==> src/design/pidf_pkg.sv <==
`default_nettype none
// ----------------------------------------------------------------------------
// PID step package
// Types, operation codes and saturation helper shared by the PID step unit.
// ----------------------------------------------------------------------------
package pidf_pkg;

	localparam int DATA_W  = 32;
	localparam int COEF_W  = 31;
	localparam int ALPHA_W = 17;
	localparam logic [ALPHA_W-1:0] ALPHA_ONE = 17'h10000;

	localparam logic [2:0] REG_KP    = 3'd0;
	localparam logic [2:0] REG_KI    = 3'd1;
	localparam logic [2:0] REG_KD    = 3'd2;
	localparam logic [2:0] REG_ILIM  = 3'd3;
	localparam logic [2:0] REG_ALPHA_T = 3'd4;
	localparam logic [2:0] REG_ALPHA_E = 3'd5;
	localparam logic [2:0] REG_ALPHA_D = 3'd6;
	localparam logic [2:0] REG_INV   = 3'd7;

	typedef enum logic [4:0] {
		OP_NONE, OP_LOAD, OP_T_SET, OP_T_ACC, OP_E_SET, OP_E_ACC,
		OP_DV_SET, OP_DV_ACC, OP_DF_SET, OP_DF_ACC, OP_I_DEC, OP_I_SET,
		OP_I_ACC, OP_P_SET, OP_P_ACC, OP_D_SET, OP_D_ACC, OP_OUT
	} op_t;

	typedef enum logic [4:0] {
		S_IDLE, S_T_SET, S_T_ACC, S_E_SET, S_E_ACC, S_DV_SET, S_DV_ACC,
		S_DF_SET, S_DF_ACC, S_I_DEC, S_I_SET, S_I_ACC, S_P_SET, S_P_ACC,
		S_D_SET, S_D_ACC, S_MUL, S_OUT
	} state_t;

	typedef struct packed {
		logic [COEF_W-1:0]  kp;
		logic [COEF_W-1:0]  ki;
		logic [COEF_W-1:0]  kd;
		logic [COEF_W-1:0]  ilim;
		logic [ALPHA_W-1:0] alpha_t;
		logic [ALPHA_W-1:0] alpha_e;
		logic [ALPHA_W-1:0] alpha_d;
		logic [COEF_W-1:0]  inv;
	} cfg_t;

	typedef struct packed {
		logic first;
		logic emode_in;
		logic inv_nz;
		logic i_en;
		logic i_upd;
	} status_t;

	function automatic logic signed [DATA_W-1:0] sat34(input logic signed [DATA_W+1:0] v);
		logic signed [DATA_W-1:0] r;
		if (v[DATA_W+1:DATA_W-1] == 3'b000 || v[DATA_W+1:DATA_W-1] == 3'b111) begin
			r = v[DATA_W-1:0];
		end else if (v[DATA_W+1]) begin
			r = {1'b1, {(DATA_W-1){1'b0}}};
		end else begin
			r = {1'b0, {(DATA_W-1){1'b1}}};
		end
		return r;
	endfunction

endpackage
`default_nettype wire

==> src/design/pidf_if.sv <==
`default_nettype none
// ----------------------------------------------------------------------------
// PID step channels
// Sample and result channels with valid/ready handshake.
// ----------------------------------------------------------------------------
interface pidf_in_if;
	logic               valid;
	logic               ready;
	logic               error_mode;
	logic signed [31:0] target;
	logic signed [31:0] measurement;
	logic signed [31:0] error_in;
	logic               limit_active;
	logic               clear_integrator;
	modport source(output valid, error_mode, target, measurement, error_in,
		limit_active, clear_integrator, input ready);
	modport sink(input valid, error_mode, target, measurement, error_in,
		limit_active, clear_integrator, output ready);
endinterface

interface pidf_out_if;
	logic               valid;
	logic               ready;
	logic signed [31:0] drive;
	logic signed [31:0] p_term;
	logic signed [31:0] i_term;
	logic signed [31:0] d_term;
	logic signed [31:0] filtered_target;
	logic signed [31:0] filtered_error;
	modport source(output valid, drive, p_term, i_term, d_term, filtered_target,
		filtered_error, input ready);
	modport sink(input valid, drive, p_term, i_term, d_term, filtered_target,
		filtered_error, output ready);
endinterface
`default_nettype wire

==> src/design/pidf_ctrl.sv <==
`default_nettype none
// ----------------------------------------------------------------------------
// PID step controller
// Sequences the datapath operations of one sample and owns the handshakes.
// ----------------------------------------------------------------------------
module pidf_ctrl (
	input  wire               clk,
	input  wire               arst_n,
	input  wire               in_valid,
	input  wire               out_ready,
	input  pidf_pkg::status_t stat,
	output pidf_pkg::op_t     op,
	output logic              in_ready,
	output logic              out_valid
);
	import pidf_pkg::*;

	state_t state_q, state_d, ret_q, ret_d;
	logic   out_valid_q;
	logic   out_free;

	assign out_free  = !out_valid_q || out_ready;
	assign out_valid = out_valid_q;

	always_comb begin
		state_d = state_q;
		ret_d   = ret_q;
		case (state_q)
			S_IDLE: begin
				if (in_valid) begin
					if (stat.first) state_d = S_I_DEC;
					else if (stat.emode_in) state_d = S_E_SET;
					else state_d = S_T_SET;
				end
			end
			S_T_SET:  begin state_d = S_MUL; ret_d = S_T_ACC; end
			S_T_ACC:  state_d = S_E_SET;
			S_E_SET:  begin state_d = S_MUL; ret_d = S_E_ACC; end
			S_E_ACC:  state_d = stat.inv_nz ? S_DV_SET : S_I_DEC;
			S_DV_SET: begin state_d = S_MUL; ret_d = S_DV_ACC; end
			S_DV_ACC: state_d = S_DF_SET;
			S_DF_SET: begin state_d = S_MUL; ret_d = S_DF_ACC; end
			S_DF_ACC: state_d = S_I_DEC;
			S_I_DEC:  state_d = (stat.i_en && stat.i_upd) ? S_I_SET : S_P_SET;
			S_I_SET:  begin state_d = S_MUL; ret_d = S_I_ACC; end
			S_I_ACC:  state_d = S_P_SET;
			S_P_SET:  begin state_d = S_MUL; ret_d = S_P_ACC; end
			S_P_ACC:  state_d = S_D_SET;
			S_D_SET:  begin state_d = S_MUL; ret_d = S_D_ACC; end
			S_D_ACC:  state_d = S_OUT;
			S_MUL:    state_d = ret_q;
			S_OUT:    if (out_free) state_d = S_IDLE;
			default:  state_d = S_IDLE;
		endcase
	end

	always_comb begin
		op       = OP_NONE;
		in_ready = 1'b0;
		case (state_q)
			S_IDLE: begin
				in_ready = 1'b1;
				if (in_valid) op = OP_LOAD;
			end
			S_T_SET:  op = OP_T_SET;
			S_T_ACC:  op = OP_T_ACC;
			S_E_SET:  op = OP_E_SET;
			S_E_ACC:  op = OP_E_ACC;
			S_DV_SET: op = OP_DV_SET;
			S_DV_ACC: op = OP_DV_ACC;
			S_DF_SET: op = OP_DF_SET;
			S_DF_ACC: op = OP_DF_ACC;
			S_I_DEC:  op = OP_I_DEC;
			S_I_SET:  op = OP_I_SET;
			S_I_ACC:  op = OP_I_ACC;
			S_P_SET:  op = OP_P_SET;
			S_P_ACC:  op = OP_P_ACC;
			S_D_SET:  op = OP_D_SET;
			S_D_ACC:  op = OP_D_ACC;
			S_OUT:    if (out_free) op = OP_OUT;
			default:  op = OP_NONE;
		endcase
	end

	always_ff @(posedge clk or negedge arst_n) begin
		if (!arst_n) begin
			state_q     <= S_IDLE;
			ret_q       <= S_IDLE;
			out_valid_q <= 1'b0;
		end else begin
			state_q <= state_d;
			ret_q   <= ret_d;
			if (op == OP_OUT) out_valid_q <= 1'b1;
			else if (out_ready) out_valid_q <= 1'b0;
		end
	end

endmodule
`default_nettype wire

==> src/design/pidf_datapath.sv <==
`default_nettype none
// ----------------------------------------------------------------------------
// PID step datapath
// Filter, integrator and term registers around one shared saturating multiplier.
// ----------------------------------------------------------------------------
module pidf_datapath (
	input  wire                clk,
	input  wire                arst_n,
	input  pidf_pkg::op_t      op,
	input  pidf_pkg::cfg_t     cfg,
	input  wire                error_mode,
	input  wire signed [31:0]  target,
	input  wire signed [31:0]  measurement,
	input  wire signed [31:0]  error_in,
	input  wire                limit_active,
	input  wire                clear_integrator,
	output pidf_pkg::status_t  stat,
	output logic signed [31:0] drive,
	output logic signed [31:0] p_term,
	output logic signed [31:0] i_term,
	output logic signed [31:0] d_term,
	output logic signed [31:0] filtered_target,
	output logic signed [31:0] filtered_error
);
	import pidf_pkg::*;

	logic               first_q, emode_q, limit_q;
	logic signed [31:0] tgt_q, meas_q, edir_q;
	logic signed [31:0] tf_q, ef_q, df_q, integ_q, last_q, dv_q, p_q, d_q;
	logic signed [32:0] a_q;
	logic [30:0]        b_q;
	logic signed [31:0] prod_q;

	logic [32:0]        mag;
	logic [63:0]        full;
	logic [47:0]        tr, tc;
	logic signed [31:0] mul_r;
	logic signed [31:0] e_val, isum, ilim_p, ilim_n;

	function automatic logic signed [33:0] x34(input logic signed [31:0] v);
		return {{2{v[31]}}, v};
	endfunction

	function automatic logic signed [32:0] x33(input logic signed [31:0] v);
		return {v[31], v};
	endfunction

	function automatic logic [30:0] clip_alpha(input logic [16:0] a);
		return (a > ALPHA_ONE) ? {14'd0, ALPHA_ONE} : {14'd0, a};
	endfunction

	always_comb begin
		mag  = a_q[32] ? 33'(-a_q) : 33'(a_q);
		full = 64'(mag) * 64'(b_q);
		tr   = full[63:16];
		if (a_q[32]) begin
			tc    = (tr > 48'h8000_0000) ? 48'h8000_0000 : tr;
			mul_r = -$signed(tc[31:0]);
		end else begin
			tc    = (tr > 48'h7FFF_FFFF) ? 48'h7FFF_FFFF : tr;
			mul_r = $signed(tc[31:0]);
		end
	end

	assign e_val  = emode_q ? edir_q : sat34(x34(tf_q) - x34(meas_q));
	assign isum   = sat34(x34(integ_q) + x34(prod_q));
	assign ilim_p = $signed({1'b0, cfg.ilim});
	assign ilim_n = -ilim_p;

	assign stat.first    = first_q;
	assign stat.emode_in = error_mode;
	assign stat.inv_nz   = (cfg.inv != '0);
	assign stat.i_en     = (cfg.ki != '0) && (cfg.inv != '0);
	assign stat.i_upd    = !limit_q || (integ_q > 0 && ef_q < 0) || (integ_q < 0 && ef_q > 0);

	always_ff @(posedge clk) begin
		prod_q <= mul_r;
	end

	always_ff @(posedge clk or negedge arst_n) begin
		if (!arst_n) begin
			first_q <= 1'b1;
			tf_q    <= '0;
			ef_q    <= '0;
			df_q    <= '0;
			integ_q <= '0;
		end else begin
			case (op)
				OP_LOAD: begin
					if (clear_integrator) integ_q <= '0;
					if (first_q) begin
						first_q <= 1'b0;
						df_q    <= '0;
						if (error_mode) begin
							tf_q <= '0;
							ef_q <= error_in;
						end else begin
							tf_q <= target;
							ef_q <= sat34(x34(target) - x34(measurement));
						end
					end else if (error_mode) begin
						tf_q <= '0;
					end
				end
				OP_T_ACC:  tf_q <= sat34(x34(tf_q) + x34(prod_q));
				OP_E_ACC:  ef_q <= sat34(x34(ef_q) + x34(prod_q));
				OP_DF_ACC: df_q <= sat34(x34(df_q) + x34(prod_q));
				OP_I_DEC:  if (!stat.i_en) integ_q <= '0;
				OP_I_ACC: begin
					if (isum > ilim_p) integ_q <= ilim_p;
					else if (isum < ilim_n) integ_q <= ilim_n;
					else integ_q <= isum;
				end
				default: ;
			endcase
		end
	end

	always_ff @(posedge clk) begin
		case (op)
			OP_LOAD: begin
				emode_q <= error_mode;
				limit_q <= limit_active;
				tgt_q   <= target;
				meas_q  <= measurement;
				edir_q  <= error_in;
			end
			OP_T_SET: begin
				a_q <= x33(tgt_q) - x33(tf_q);
				b_q <= clip_alpha(cfg.alpha_t);
			end
			OP_E_SET: begin
				a_q    <= x33(e_val) - x33(ef_q);
				b_q    <= clip_alpha(cfg.alpha_e);
				last_q <= ef_q;
			end
			OP_DV_SET: begin
				a_q <= x33(ef_q) - x33(last_q);
				b_q <= cfg.inv;
			end
			OP_DV_ACC: dv_q <= prod_q;
			OP_DF_SET: begin
				a_q <= x33(dv_q) - x33(df_q);
				b_q <= clip_alpha(cfg.alpha_d);
			end
			OP_I_SET: begin
				a_q <= x33(ef_q);
				b_q <= cfg.ki;
			end
			OP_P_SET: begin
				a_q <= x33(ef_q);
				b_q <= cfg.kp;
			end
			OP_P_ACC: p_q <= prod_q;
			OP_D_SET: begin
				a_q <= x33(df_q);
				b_q <= cfg.kd;
			end
			OP_D_ACC: d_q <= prod_q;
			OP_OUT: begin
				drive           <= sat34(x34(p_q) + x34(integ_q) + x34(d_q));
				p_term          <= p_q;
				i_term          <= integ_q;
				d_term          <= d_q;
				filtered_target <= tf_q;
				filtered_error  <= ef_q;
			end
			default: ;
		endcase
	end

endmodule
`default_nettype wire

==> src/design/pid_step_with_input_filters_unit.sv <==
`default_nettype none
// ----------------------------------------------------------------------------
// PID step with input filters
// Filtered PID controller step with anti-windup, Q16.16, APB configuration.
// ----------------------------------------------------------------------------
// A sample runs the target filter (target mode only), the error filter, the
// derivative and its filter (unless the inverse step is zero), the integrator
// update (unless held) and the P and D terms; the first sample skips the
// filters and derivative. One sample at a time; the shared multiplier serves
// up to seven products. A waiting result holds the unit until it is taken.
// Reset clears the filters and integrator, arms first-sample loading and
// returns the coefficients to their reset values.
module pid_step_with_input_filters_unit (
	input  wire         clk,
	input  wire         arst_n,
	pidf_in_if.sink     sample,
	pidf_out_if.source  result,
	input  wire         psel,
	input  wire         penable,
	input  wire         pwrite,
	input  wire  [4:0]  paddr,
	input  wire  [31:0] pwdata,
	output logic [31:0] prdata,
	output logic        pready
);
	import pidf_pkg::*;

	cfg_t    cfg_q;
	op_t     op;
	status_t stat;
	logic [2:0] idx;

	assign pready = 1'b1;
	assign idx    = paddr[4:2];

	always_ff @(posedge clk or negedge arst_n) begin
		if (!arst_n) begin
			cfg_q.kp      <= '0;
			cfg_q.ki      <= '0;
			cfg_q.kd      <= '0;
			cfg_q.ilim    <= '0;
			cfg_q.alpha_t <= ALPHA_ONE;
			cfg_q.alpha_e <= ALPHA_ONE;
			cfg_q.alpha_d <= ALPHA_ONE;
			cfg_q.inv     <= '0;
		end else if (psel && penable && pwrite) begin
			case (idx)
				REG_KP:      cfg_q.kp      <= pwdata[30:0];
				REG_KI:      cfg_q.ki      <= pwdata[30:0];
				REG_KD:      cfg_q.kd      <= pwdata[30:0];
				REG_ILIM:    cfg_q.ilim    <= pwdata[30:0];
				REG_ALPHA_T: cfg_q.alpha_t <= pwdata[16:0];
				REG_ALPHA_E: cfg_q.alpha_e <= pwdata[16:0];
				REG_ALPHA_D: cfg_q.alpha_d <= pwdata[16:0];
				REG_INV:     cfg_q.inv     <= pwdata[30:0];
				default: ;
			endcase
		end
	end

	always_comb begin
		case (idx)
			REG_KP:      prdata = {1'b0, cfg_q.kp};
			REG_KI:      prdata = {1'b0, cfg_q.ki};
			REG_KD:      prdata = {1'b0, cfg_q.kd};
			REG_ILIM:    prdata = {1'b0, cfg_q.ilim};
			REG_ALPHA_T: prdata = {15'd0, cfg_q.alpha_t};
			REG_ALPHA_E: prdata = {15'd0, cfg_q.alpha_e};
			REG_ALPHA_D: prdata = {15'd0, cfg_q.alpha_d};
			REG_INV:     prdata = {1'b0, cfg_q.inv};
			default:     prdata = '0;
		endcase
	end

	pidf_ctrl u_ctrl (
		.clk       (clk),
		.arst_n    (arst_n),
		.in_valid  (sample.valid),
		.out_ready (result.ready),
		.stat      (stat),
		.op        (op),
		.in_ready  (sample.ready),
		.out_valid (result.valid)
	);

	pidf_datapath u_dp (
		.clk              (clk),
		.arst_n           (arst_n),
		.op               (op),
		.cfg              (cfg_q),
		.error_mode       (sample.error_mode),
		.target           (sample.target),
		.measurement      (sample.measurement),
		.error_in         (sample.error_in),
		.limit_active     (sample.limit_active),
		.clear_integrator (sample.clear_integrator),
		.stat             (stat),
		.drive            (result.drive),
		.p_term           (result.p_term),
		.i_term           (result.i_term),
		.d_term           (result.d_term),
		.filtered_target  (result.filtered_target),
		.filtered_error   (result.filtered_error)
	);

endmodule
`default_nettype wire
==> src/flat_wrapper.sv <==
// flat-port wrapper written by rule: the top's interface ports become plain ports
module pid_step_with_input_filters_unit_flat import pidf_pkg::*;
  (clk, arst_n, psel, penable, pwrite, paddr, pwdata, prdata, pready, sample_valid, sample_error_mode, sample_target, sample_measurement, sample_error_in, sample_limit_active, sample_clear_integrator, sample_ready, result_valid, result_drive, result_p_term, result_i_term, result_d_term, result_filtered_target, result_filtered_error, result_ready);
  pidf_in_if sample_i ();
  pidf_out_if result_i ();
  input  wire clk;
  input  wire arst_n;
  input  wire psel;
  input  wire penable;
  input  wire pwrite;
  input  wire  [4:0] paddr;
  input  wire  [31:0] pwdata;
  output logic [31:0] prdata;
  output logic pready;
  input wire logic [$bits(sample_i.valid)-1:0] sample_valid;
  input wire logic [$bits(sample_i.error_mode)-1:0] sample_error_mode;
  input wire logic [$bits(sample_i.target)-1:0] sample_target;
  input wire logic [$bits(sample_i.measurement)-1:0] sample_measurement;
  input wire logic [$bits(sample_i.error_in)-1:0] sample_error_in;
  input wire logic [$bits(sample_i.limit_active)-1:0] sample_limit_active;
  input wire logic [$bits(sample_i.clear_integrator)-1:0] sample_clear_integrator;
  output wire logic [$bits(sample_i.ready)-1:0] sample_ready;
  output wire logic [$bits(result_i.valid)-1:0] result_valid;
  output wire logic [$bits(result_i.drive)-1:0] result_drive;
  output wire logic [$bits(result_i.p_term)-1:0] result_p_term;
  output wire logic [$bits(result_i.i_term)-1:0] result_i_term;
  output wire logic [$bits(result_i.d_term)-1:0] result_d_term;
  output wire logic [$bits(result_i.filtered_target)-1:0] result_filtered_target;
  output wire logic [$bits(result_i.filtered_error)-1:0] result_filtered_error;
  input wire logic [$bits(result_i.ready)-1:0] result_ready;
  assign sample_i.valid = sample_valid;
  assign sample_i.error_mode = sample_error_mode;
  assign sample_i.target = sample_target;
  assign sample_i.measurement = sample_measurement;
  assign sample_i.error_in = sample_error_in;
  assign sample_i.limit_active = sample_limit_active;
  assign sample_i.clear_integrator = sample_clear_integrator;
  assign sample_ready = sample_i.ready;
  assign result_valid = result_i.valid;
  assign result_drive = result_i.drive;
  assign result_p_term = result_i.p_term;
  assign result_i_term = result_i.i_term;
  assign result_d_term = result_i.d_term;
  assign result_filtered_target = result_i.filtered_target;
  assign result_filtered_error = result_i.filtered_error;
  assign result_i.ready = result_ready;
  pid_step_with_input_filters_unit u_core (.clk(clk), .arst_n(arst_n), .sample(sample_i), .result(result_i), .psel(psel), .penable(penable), .pwrite(pwrite), .paddr(paddr), .pwdata(pwdata), .prdata(prdata), .pready(pready));
endmodule
==> config.mk <==
export PLATFORM = sky130hd
export DESIGN_NAME = pid_step_with_input_filters_unit_flat
export DESIGN_NICKNAME = d
export VERILOG_FILES = /design/src/design/pidf_pkg.sv /design/src/design/pidf_if.sv /design/src/design/pidf_ctrl.sv /design/src/design/pidf_datapath.sv /design/src/design/pid_step_with_input_filters_unit.sv /design/src/flat_wrapper.sv
export SDC_FILE = /design/constraint.sdc
export NUM_CORES = 2
export LEC_CHECK = 0
export BUFFER_PORTS_ARGS = -buffer_cell sky130_fd_sc_hd__buf_2
export CAP_MARGIN = 20
export CELL_PAD_IN_SITES_DETAIL_PLACEMENT = 1
export CELL_PAD_IN_SITES_GLOBAL_PLACEMENT = 1
export CORE_MARGIN = 2
export CORE_UTILIZATION = 41
export CTS_CLUSTER_SIZE = 24
export DETAILED_ROUTE_END_ITERATION = 6
export PLACE_DENSITY = 0.68
export SYNTH_ARGS = -nofsm -noshare
export SYNTH_HDL_FRONTEND = slang
export SYNTH_SLANG_ARGS = --single-unit
==> constraint.sdc <==
create_clock -name clk -period 14.4 [get_ports clk]
set_input_delay 1.44 -clock clk [delete_from_list [all_inputs] [get_ports clk]]
set_output_delay 1.44 -clock clk [all_outputs]
set_load 0.01 [all_outputs]
; ---- Yosys cells after proc, flatten, opt, wreduce, memory -nomap -nowiden
; Cells that the tools add are included.
[op_classes]
reduce_logical = 52
multipliers = 1
order_cmp = 11
n_mux = 53
addsub = 15
eq_ne = 54
[op_table]
columns = cell, count
row1 = 32-bit two-way mux, 28
row2 = 32-bit case mux with 8 select lines, 1
row3 = 31-bit case mux with 7 select lines, 1
row4 = 33-bit case mux with 6 select lines, 1
row5 = 32-bit by 32-bit subtractor with 33-bit output, 6
row6 = 32-bit case mux with 2 select lines, 3
row7 = 32-bit by 32-bit adder with 33-bit output, 5
row8 = 32-bit case mux with 3 select lines, 1
row9 = 5-bit case mux with 17 select lines, 1
row10 = 5-bit by 4-bit == test with 1-bit output (second input constant), 16
row11 = 32-bit by 1-bit > comparator with 1-bit output (second input constant), 2
row12 = 32-bit by 1-bit < comparator with 1-bit output (second input constant), 2
row13 = 33-bit by 31-bit multiplier with 64-bit output, 1
row14 = 31-bit nonzero test, 2
row15 = 5-bit case mux with 12 select lines, 1
row16 = 17-bit > comparator (second input constant), 3
row17 = 17-bit two-way mux, 3
row18 = 48-bit by 31-bit > comparator with 1-bit output (second input constant), 1
row19 = 48-bit by 32-bit > comparator with 1-bit output (second input constant), 1
row20 = 5-bit by 3-bit == test with 1-bit output (second input constant), 8
row21 = 5-bit case mux with 7 select lines, 1
row22 = 33-bit by 32-bit adder with 34-bit output, 1
row23 = 3-bit == test (second input constant), 11
row24 = 33-bit two-way mux, 1
row25 = 30 further kinds, 85
[totals]
in_bits = 143
ff_bits = 860

; ---- Logic depth before layout (Yosys ltp)
[depth]
depth_word = 8
ltp_mapped = 45
mapped_depth_nobuf = 41

; ---- By module
; From an unflattened synthesis, not the netlist that was laid out.
[hier_totals]
hier_cells = 9270
area_unflattened_um2 = 89623.5
[modules_own_cells]
columns = mod, n_inst, cells_each, area_each_um2
row1 = pidf_datapath, 1, 8491, 79266.0
row2 = pid_step_with_input_filters_unit, 1, 668, 9567.9
row3 = pidf_ctrl, 1, 111, 789.5

; ---- Worst setup path before layout
; No wires, ideal clock.
[synth_path]
path_type = register to register
start = register u_core.u_dp.a_q[6]
end = register u_core.u_dp.prod_q[30]
synth_period_minus_slack_ps = 11962
path_stages_with_launch = 45
setup_time_ps = 135
path_buffers = 4
arrival_ps = 11826
t_required_ps = 14265
setup_slack_ps = 2438
cell_sequence = edfxtp_1 -> nor4_1 -> nand4_1 -> or3_1 -> or4_1 -> or3_1 -> or2_2 -> o31ai_1 -> xnor2_1 -> clkbuf_1 -> nand2_1 -> fa_1 -> inv_1 -> fa_1 -> fa_1 -> inv_1 -> fa_1 -> inv_1 -> [9 not listed] -> nor4_1 -> nand2_1 -> nor3_1 -> o211ai_1 -> nand3_1 -> mux2_1 -> or4_1 -> or3_4 -> nor4_1 -> buf_2 -> buf_2 -> nand2_1 -> ha_1 -> clkinv_1 -> nor4_1 -> a2111oi_0 -> a31o_1 -> a221oi_2
[synth_between]
elab_chain_cells = 7
word_cells_on_any_way = 9
[synth_lines]
columns = element, line
row1 = start: declaration, pidf_datapath.sv:30  ; logic signed [32:0] a_q;
row2 = start signal: assignment, pidf_datapath.sv:129  ; a_q <= x33(tgt_q) - x33(tf_q);
row3 = start signal: assignment, pidf_datapath.sv:133  ; a_q <= x33(e_val) - x33(ef_q);
row4 = start signal: assignment, pidf_datapath.sv:138  ; a_q <= x33(ef_q) - x33(last_q);
row5 = 33-bit negation, pidf_datapath.sv:53  ; mag = a_q[32] ? 33'(-a_q) : 33'(a_q);
row6 = 33-bit two-way mux (*), pidf_datapath.sv:53
row7 = 33-bit by 31-bit multiplier with 64-bit output (*), pidf_datapath.sv:54  ; full = 64'(mag) * 64'(b_q);
row8 = 48-bit by 32-bit > comparator with 1-bit output, pidf_datapath.sv:57  ; tc = (tr > 48'h8000_0000) ? 48'h8000_0000 : tr;
row9 = 32-bit two-way mux, pidf_datapath.sv:57
row10 = 32-bit negation, pidf_datapath.sv:58  ; mul_r = -$signed(tc[31:0]);
row11 = 32-bit two-way mux (*), pidf_datapath.sv:56  ; if (a_q[32]) begin
row12 = via u_core.u_dp.mul_r[30], pidf_datapath.sv:37  ; logic signed [31:0] mul_r;
row13 = end signal: assignment, pidf_datapath.sv:77  ; prod_q <= mul_r;
row14 = end: declaration, pidf_datapath.sv:32  ; logic signed [31:0] prod_q;
; Mark *: on every way through the listed nets, which the timed path passes. The rest lies on a longest branch.
; A chain may end at the register's enable or synchronous reset.

; ---- Worst setup path in the final report
; Same ends and word-level chain as after synthesis.

==> flow_summary.toml <==
[grt]
track_usage_pct = 29.3
top_usage_layer = "met2"
met1_usage_pct = 39.0
grt_pass1_vias = 80300
grt_pass1_wl_um = 503000
met2_usage_pct = 49.1
antenna_found_initial = 28
grt_start_max_net_pins = 154
gr-total-overflow = 0
grt_util_met3_pct = 3.56

[clock_tree]
clockBufferDepth = 3
cts-htree-levels = 3
path_clk_slew_ns = 0.07
cts-root-buf = "clkbuf_16"
cts.sinks = 859
cts_buffers = 87
holdBufCountCts = 0
clk_latency_ns = 0.73
cts_tree = "yes"

[critical_path]
cp_top_family = "simple AND/OR/NAND/NOR gates"
startpoint_type = "register"
cpMaxStageDelayCell = "nor4_2"
arrival_ns = 14.04
critPathKind = "register to register"
critPathMaxFanout = 22
crit_path_end_kind = "register"
cp_slowest_stage_delay_ns = 0.60
r2r-start = "u_core.u_dp.a_q[6]"
worstPathRequired_ns = 14.99
reg2reg_depth = 39
r2r-end = "u_core.u_dp.prod_q[30]"
cp_num_buf_inv = 5
critPathLaunch = "u_core.u_dp.a_q[6]"
rrSetupSlack_ns = 0.95
cpMostUsedCell = "fa_1"

[route]
wire_per_inst_um = 26.0
wirelength_um = 329000
num_vias = 74200
drtIter0Drc = 5611
routed_via_density = 5.87
drc = 0
antenna_left = 0
first_pass_iters = 6

[timing]
timing.slew.headroom_pct = 24.8
rsz0062_at_grt = "false"
tns_ns = 0
worst_pin_slew_ns = 1.12
finalSetupViolations = 0
final_hold_viol_count = 0
clock.fmax_ghz = 0.0744
finClkSkew_ns = 0.0276
fin_crit_ns = 13.45
drv_slew = 0
post-route-period-util_pct = 93.4

[synth]
synthFlopType = "edfxtp_1"
synth_cells = 9494
yosysUniqueCellTypes = 103
ys_async_sr_fraction_pct = 40.2
yosys-top-cells-area = "fa_1 21%, edfxtp_1 16%, dfrtp_1 9.4%"
synth_edf_count = 482
ys_seq_elements = 859
ys_top_cells_by_count = "1223 x inv_1, 971 x nand2_1, 937 x fa_1"
avgSynthCellArea_um2 = 9.51
synth_warnings = 0
synth_most_common_cell = "inv_1"
yosysTopAreaCell = "fa_1"
syn_nets = 11200
synth-seq-area-share_pct = 26.3
synth_top_cell_area_share_pct = 20.8
syn_area_mm2 = 0.0903

[worst_hold_path]
hold_end = "u_core.u_dp.p_term[0]"
hp-start = "u_core.u_dp.p_q[0]"
worstHoldPathCells = 0
hp-class = "register to register"

[finish]
synthToLayoutAreaGrowth_pct = 9.61
top_register = "u_core.cfg_q"
num-nets-final = 11400
layout-drive-gt1-share_pct = 10.7
largest_register_ff_count = 206
reg_top3 = "u_core.cfg_q (206), u_core.u_dp.a_q (33)"

[floorplan]
start_util_pct = 41.2
die_w_um = 473
core_mm2 = 0.219
die_h_um = 473
boundaryPins = 370
rows = 172
die_area_mm2 = 0.224

[placement]
port_buffers = 364
place_hpwl_um = 261000
place.gp.congestion = 0.935

[outcome]
status = "complete, no violations"

[run]
drv_cap = 0
cell families (layout without fill, tap and decap cells):
group           after synthesis  in the layout  synth area share (%)
simple gates               2689           2689                  14.6
compound gates             2033           2033                  15.1
buf+inv                    1674           1938                  6.99
fa+ha+maj                  1617           1617                  30.2
flops                       859            859                  26.3
xor+xnor                    365            365                  3.54
mux                         255            255                  3.36
other cells                   2             13               0.00832
cell usage in the layout (no fill, tap or decap), types with 32 or more instances in the layout:
master	n
nand2b_1	71
and2_1	511
nor3_1	146
clkbuf_16	87
buf_2	363
a211o_1	45
o31ai_1	46
nor2_1	393
a221oi_1	64
o21bai_1	75
nor2b_1	94
o211ai_1	57
inv_1	1221
or3_1	43
dfxtp_1	32
a211oi_1	68
a22oi_1	64
dfrtp_1	341
xor2_1	115
nand3_1	138
a222oi_1	43
mux2i_1	40
xnor2_1	219
o21ai_0	397
a31oi_1	61
ha_1	670
o21a_1	92
a21o_1	181
mux2_2	193
nand4_1	83
fa_1	937
and3_1	53
nor4_1	68
a21oi_1	492
edfxtp_1	482
buf_4	182
nand2_1	971
o22ai_1	38
per-layer routing:
| metal | vias to the layer above | share of wire [%] |
|---|---|---|
| met1 | 38700 | 43 |
| met4 | 12 | 3.8 |
| met2 | 2135 | 48 |
| li1 | 32900 | - |
| met3 | 482 | 5.7 |
| met5 | - | 0.024 |
stage by stage:
stage | hold slack (ns) | area [um2] | std cells | util [%] | setup slack, ns
global route | 0.469 | 99000 | 12600 | 45.1 | 0.106
detailed placement | 0.447 | 95900 | 12500 | 43.7 | 0.476
floorplan | 0.426 | 90300 | 9494 | - | 2.44
finish | 0.456 | 99000 | 12600 | 45.1 | 0.952
global placement | 0.437 | 95900 | 12500 | 43.7 | 0.618
CTS | 0.455 | 98900 | 12600 | 45.1 | 0.397
worst max path at each step:
stage | to | slack (ns) | cells after the start
finish | u_core.u_dp.prod_q[30] | 0.95 | 39
global route | u_core.u_dp.prod_q[30] | 0.11 | 39
CTS | u_core.u_dp.prod_q[30] | 0.40 | 39
detailed placement | u_core.u_dp.prod_q[30] | 0.48 | 39
global placement | u_core.u_dp.prod_q[30] | 0.62 | 39
floorplan | u_core.u_dp.prod_q[30] | 2.44 | 44
final cells by class:
cell class	count	area [um2]
antenna	11	27.5
clock buffer	116	2380
clock inverter	47	628
fill	24800	120000
inverter	1224	4600
multi-input combinational	6961	60700
sequential	859	23800
tap	2871	3590
timing repair buffer	551	3310
what timing repair did:
action                     in CTS  in global routing
gates resized for setup         0                  5
setup buffers                   0                  0
setup endpoints to repair       0                 12
Power is not shown: default switching activity piles up to over one toggle a cycle in this logic, so the estimate is an artifact.
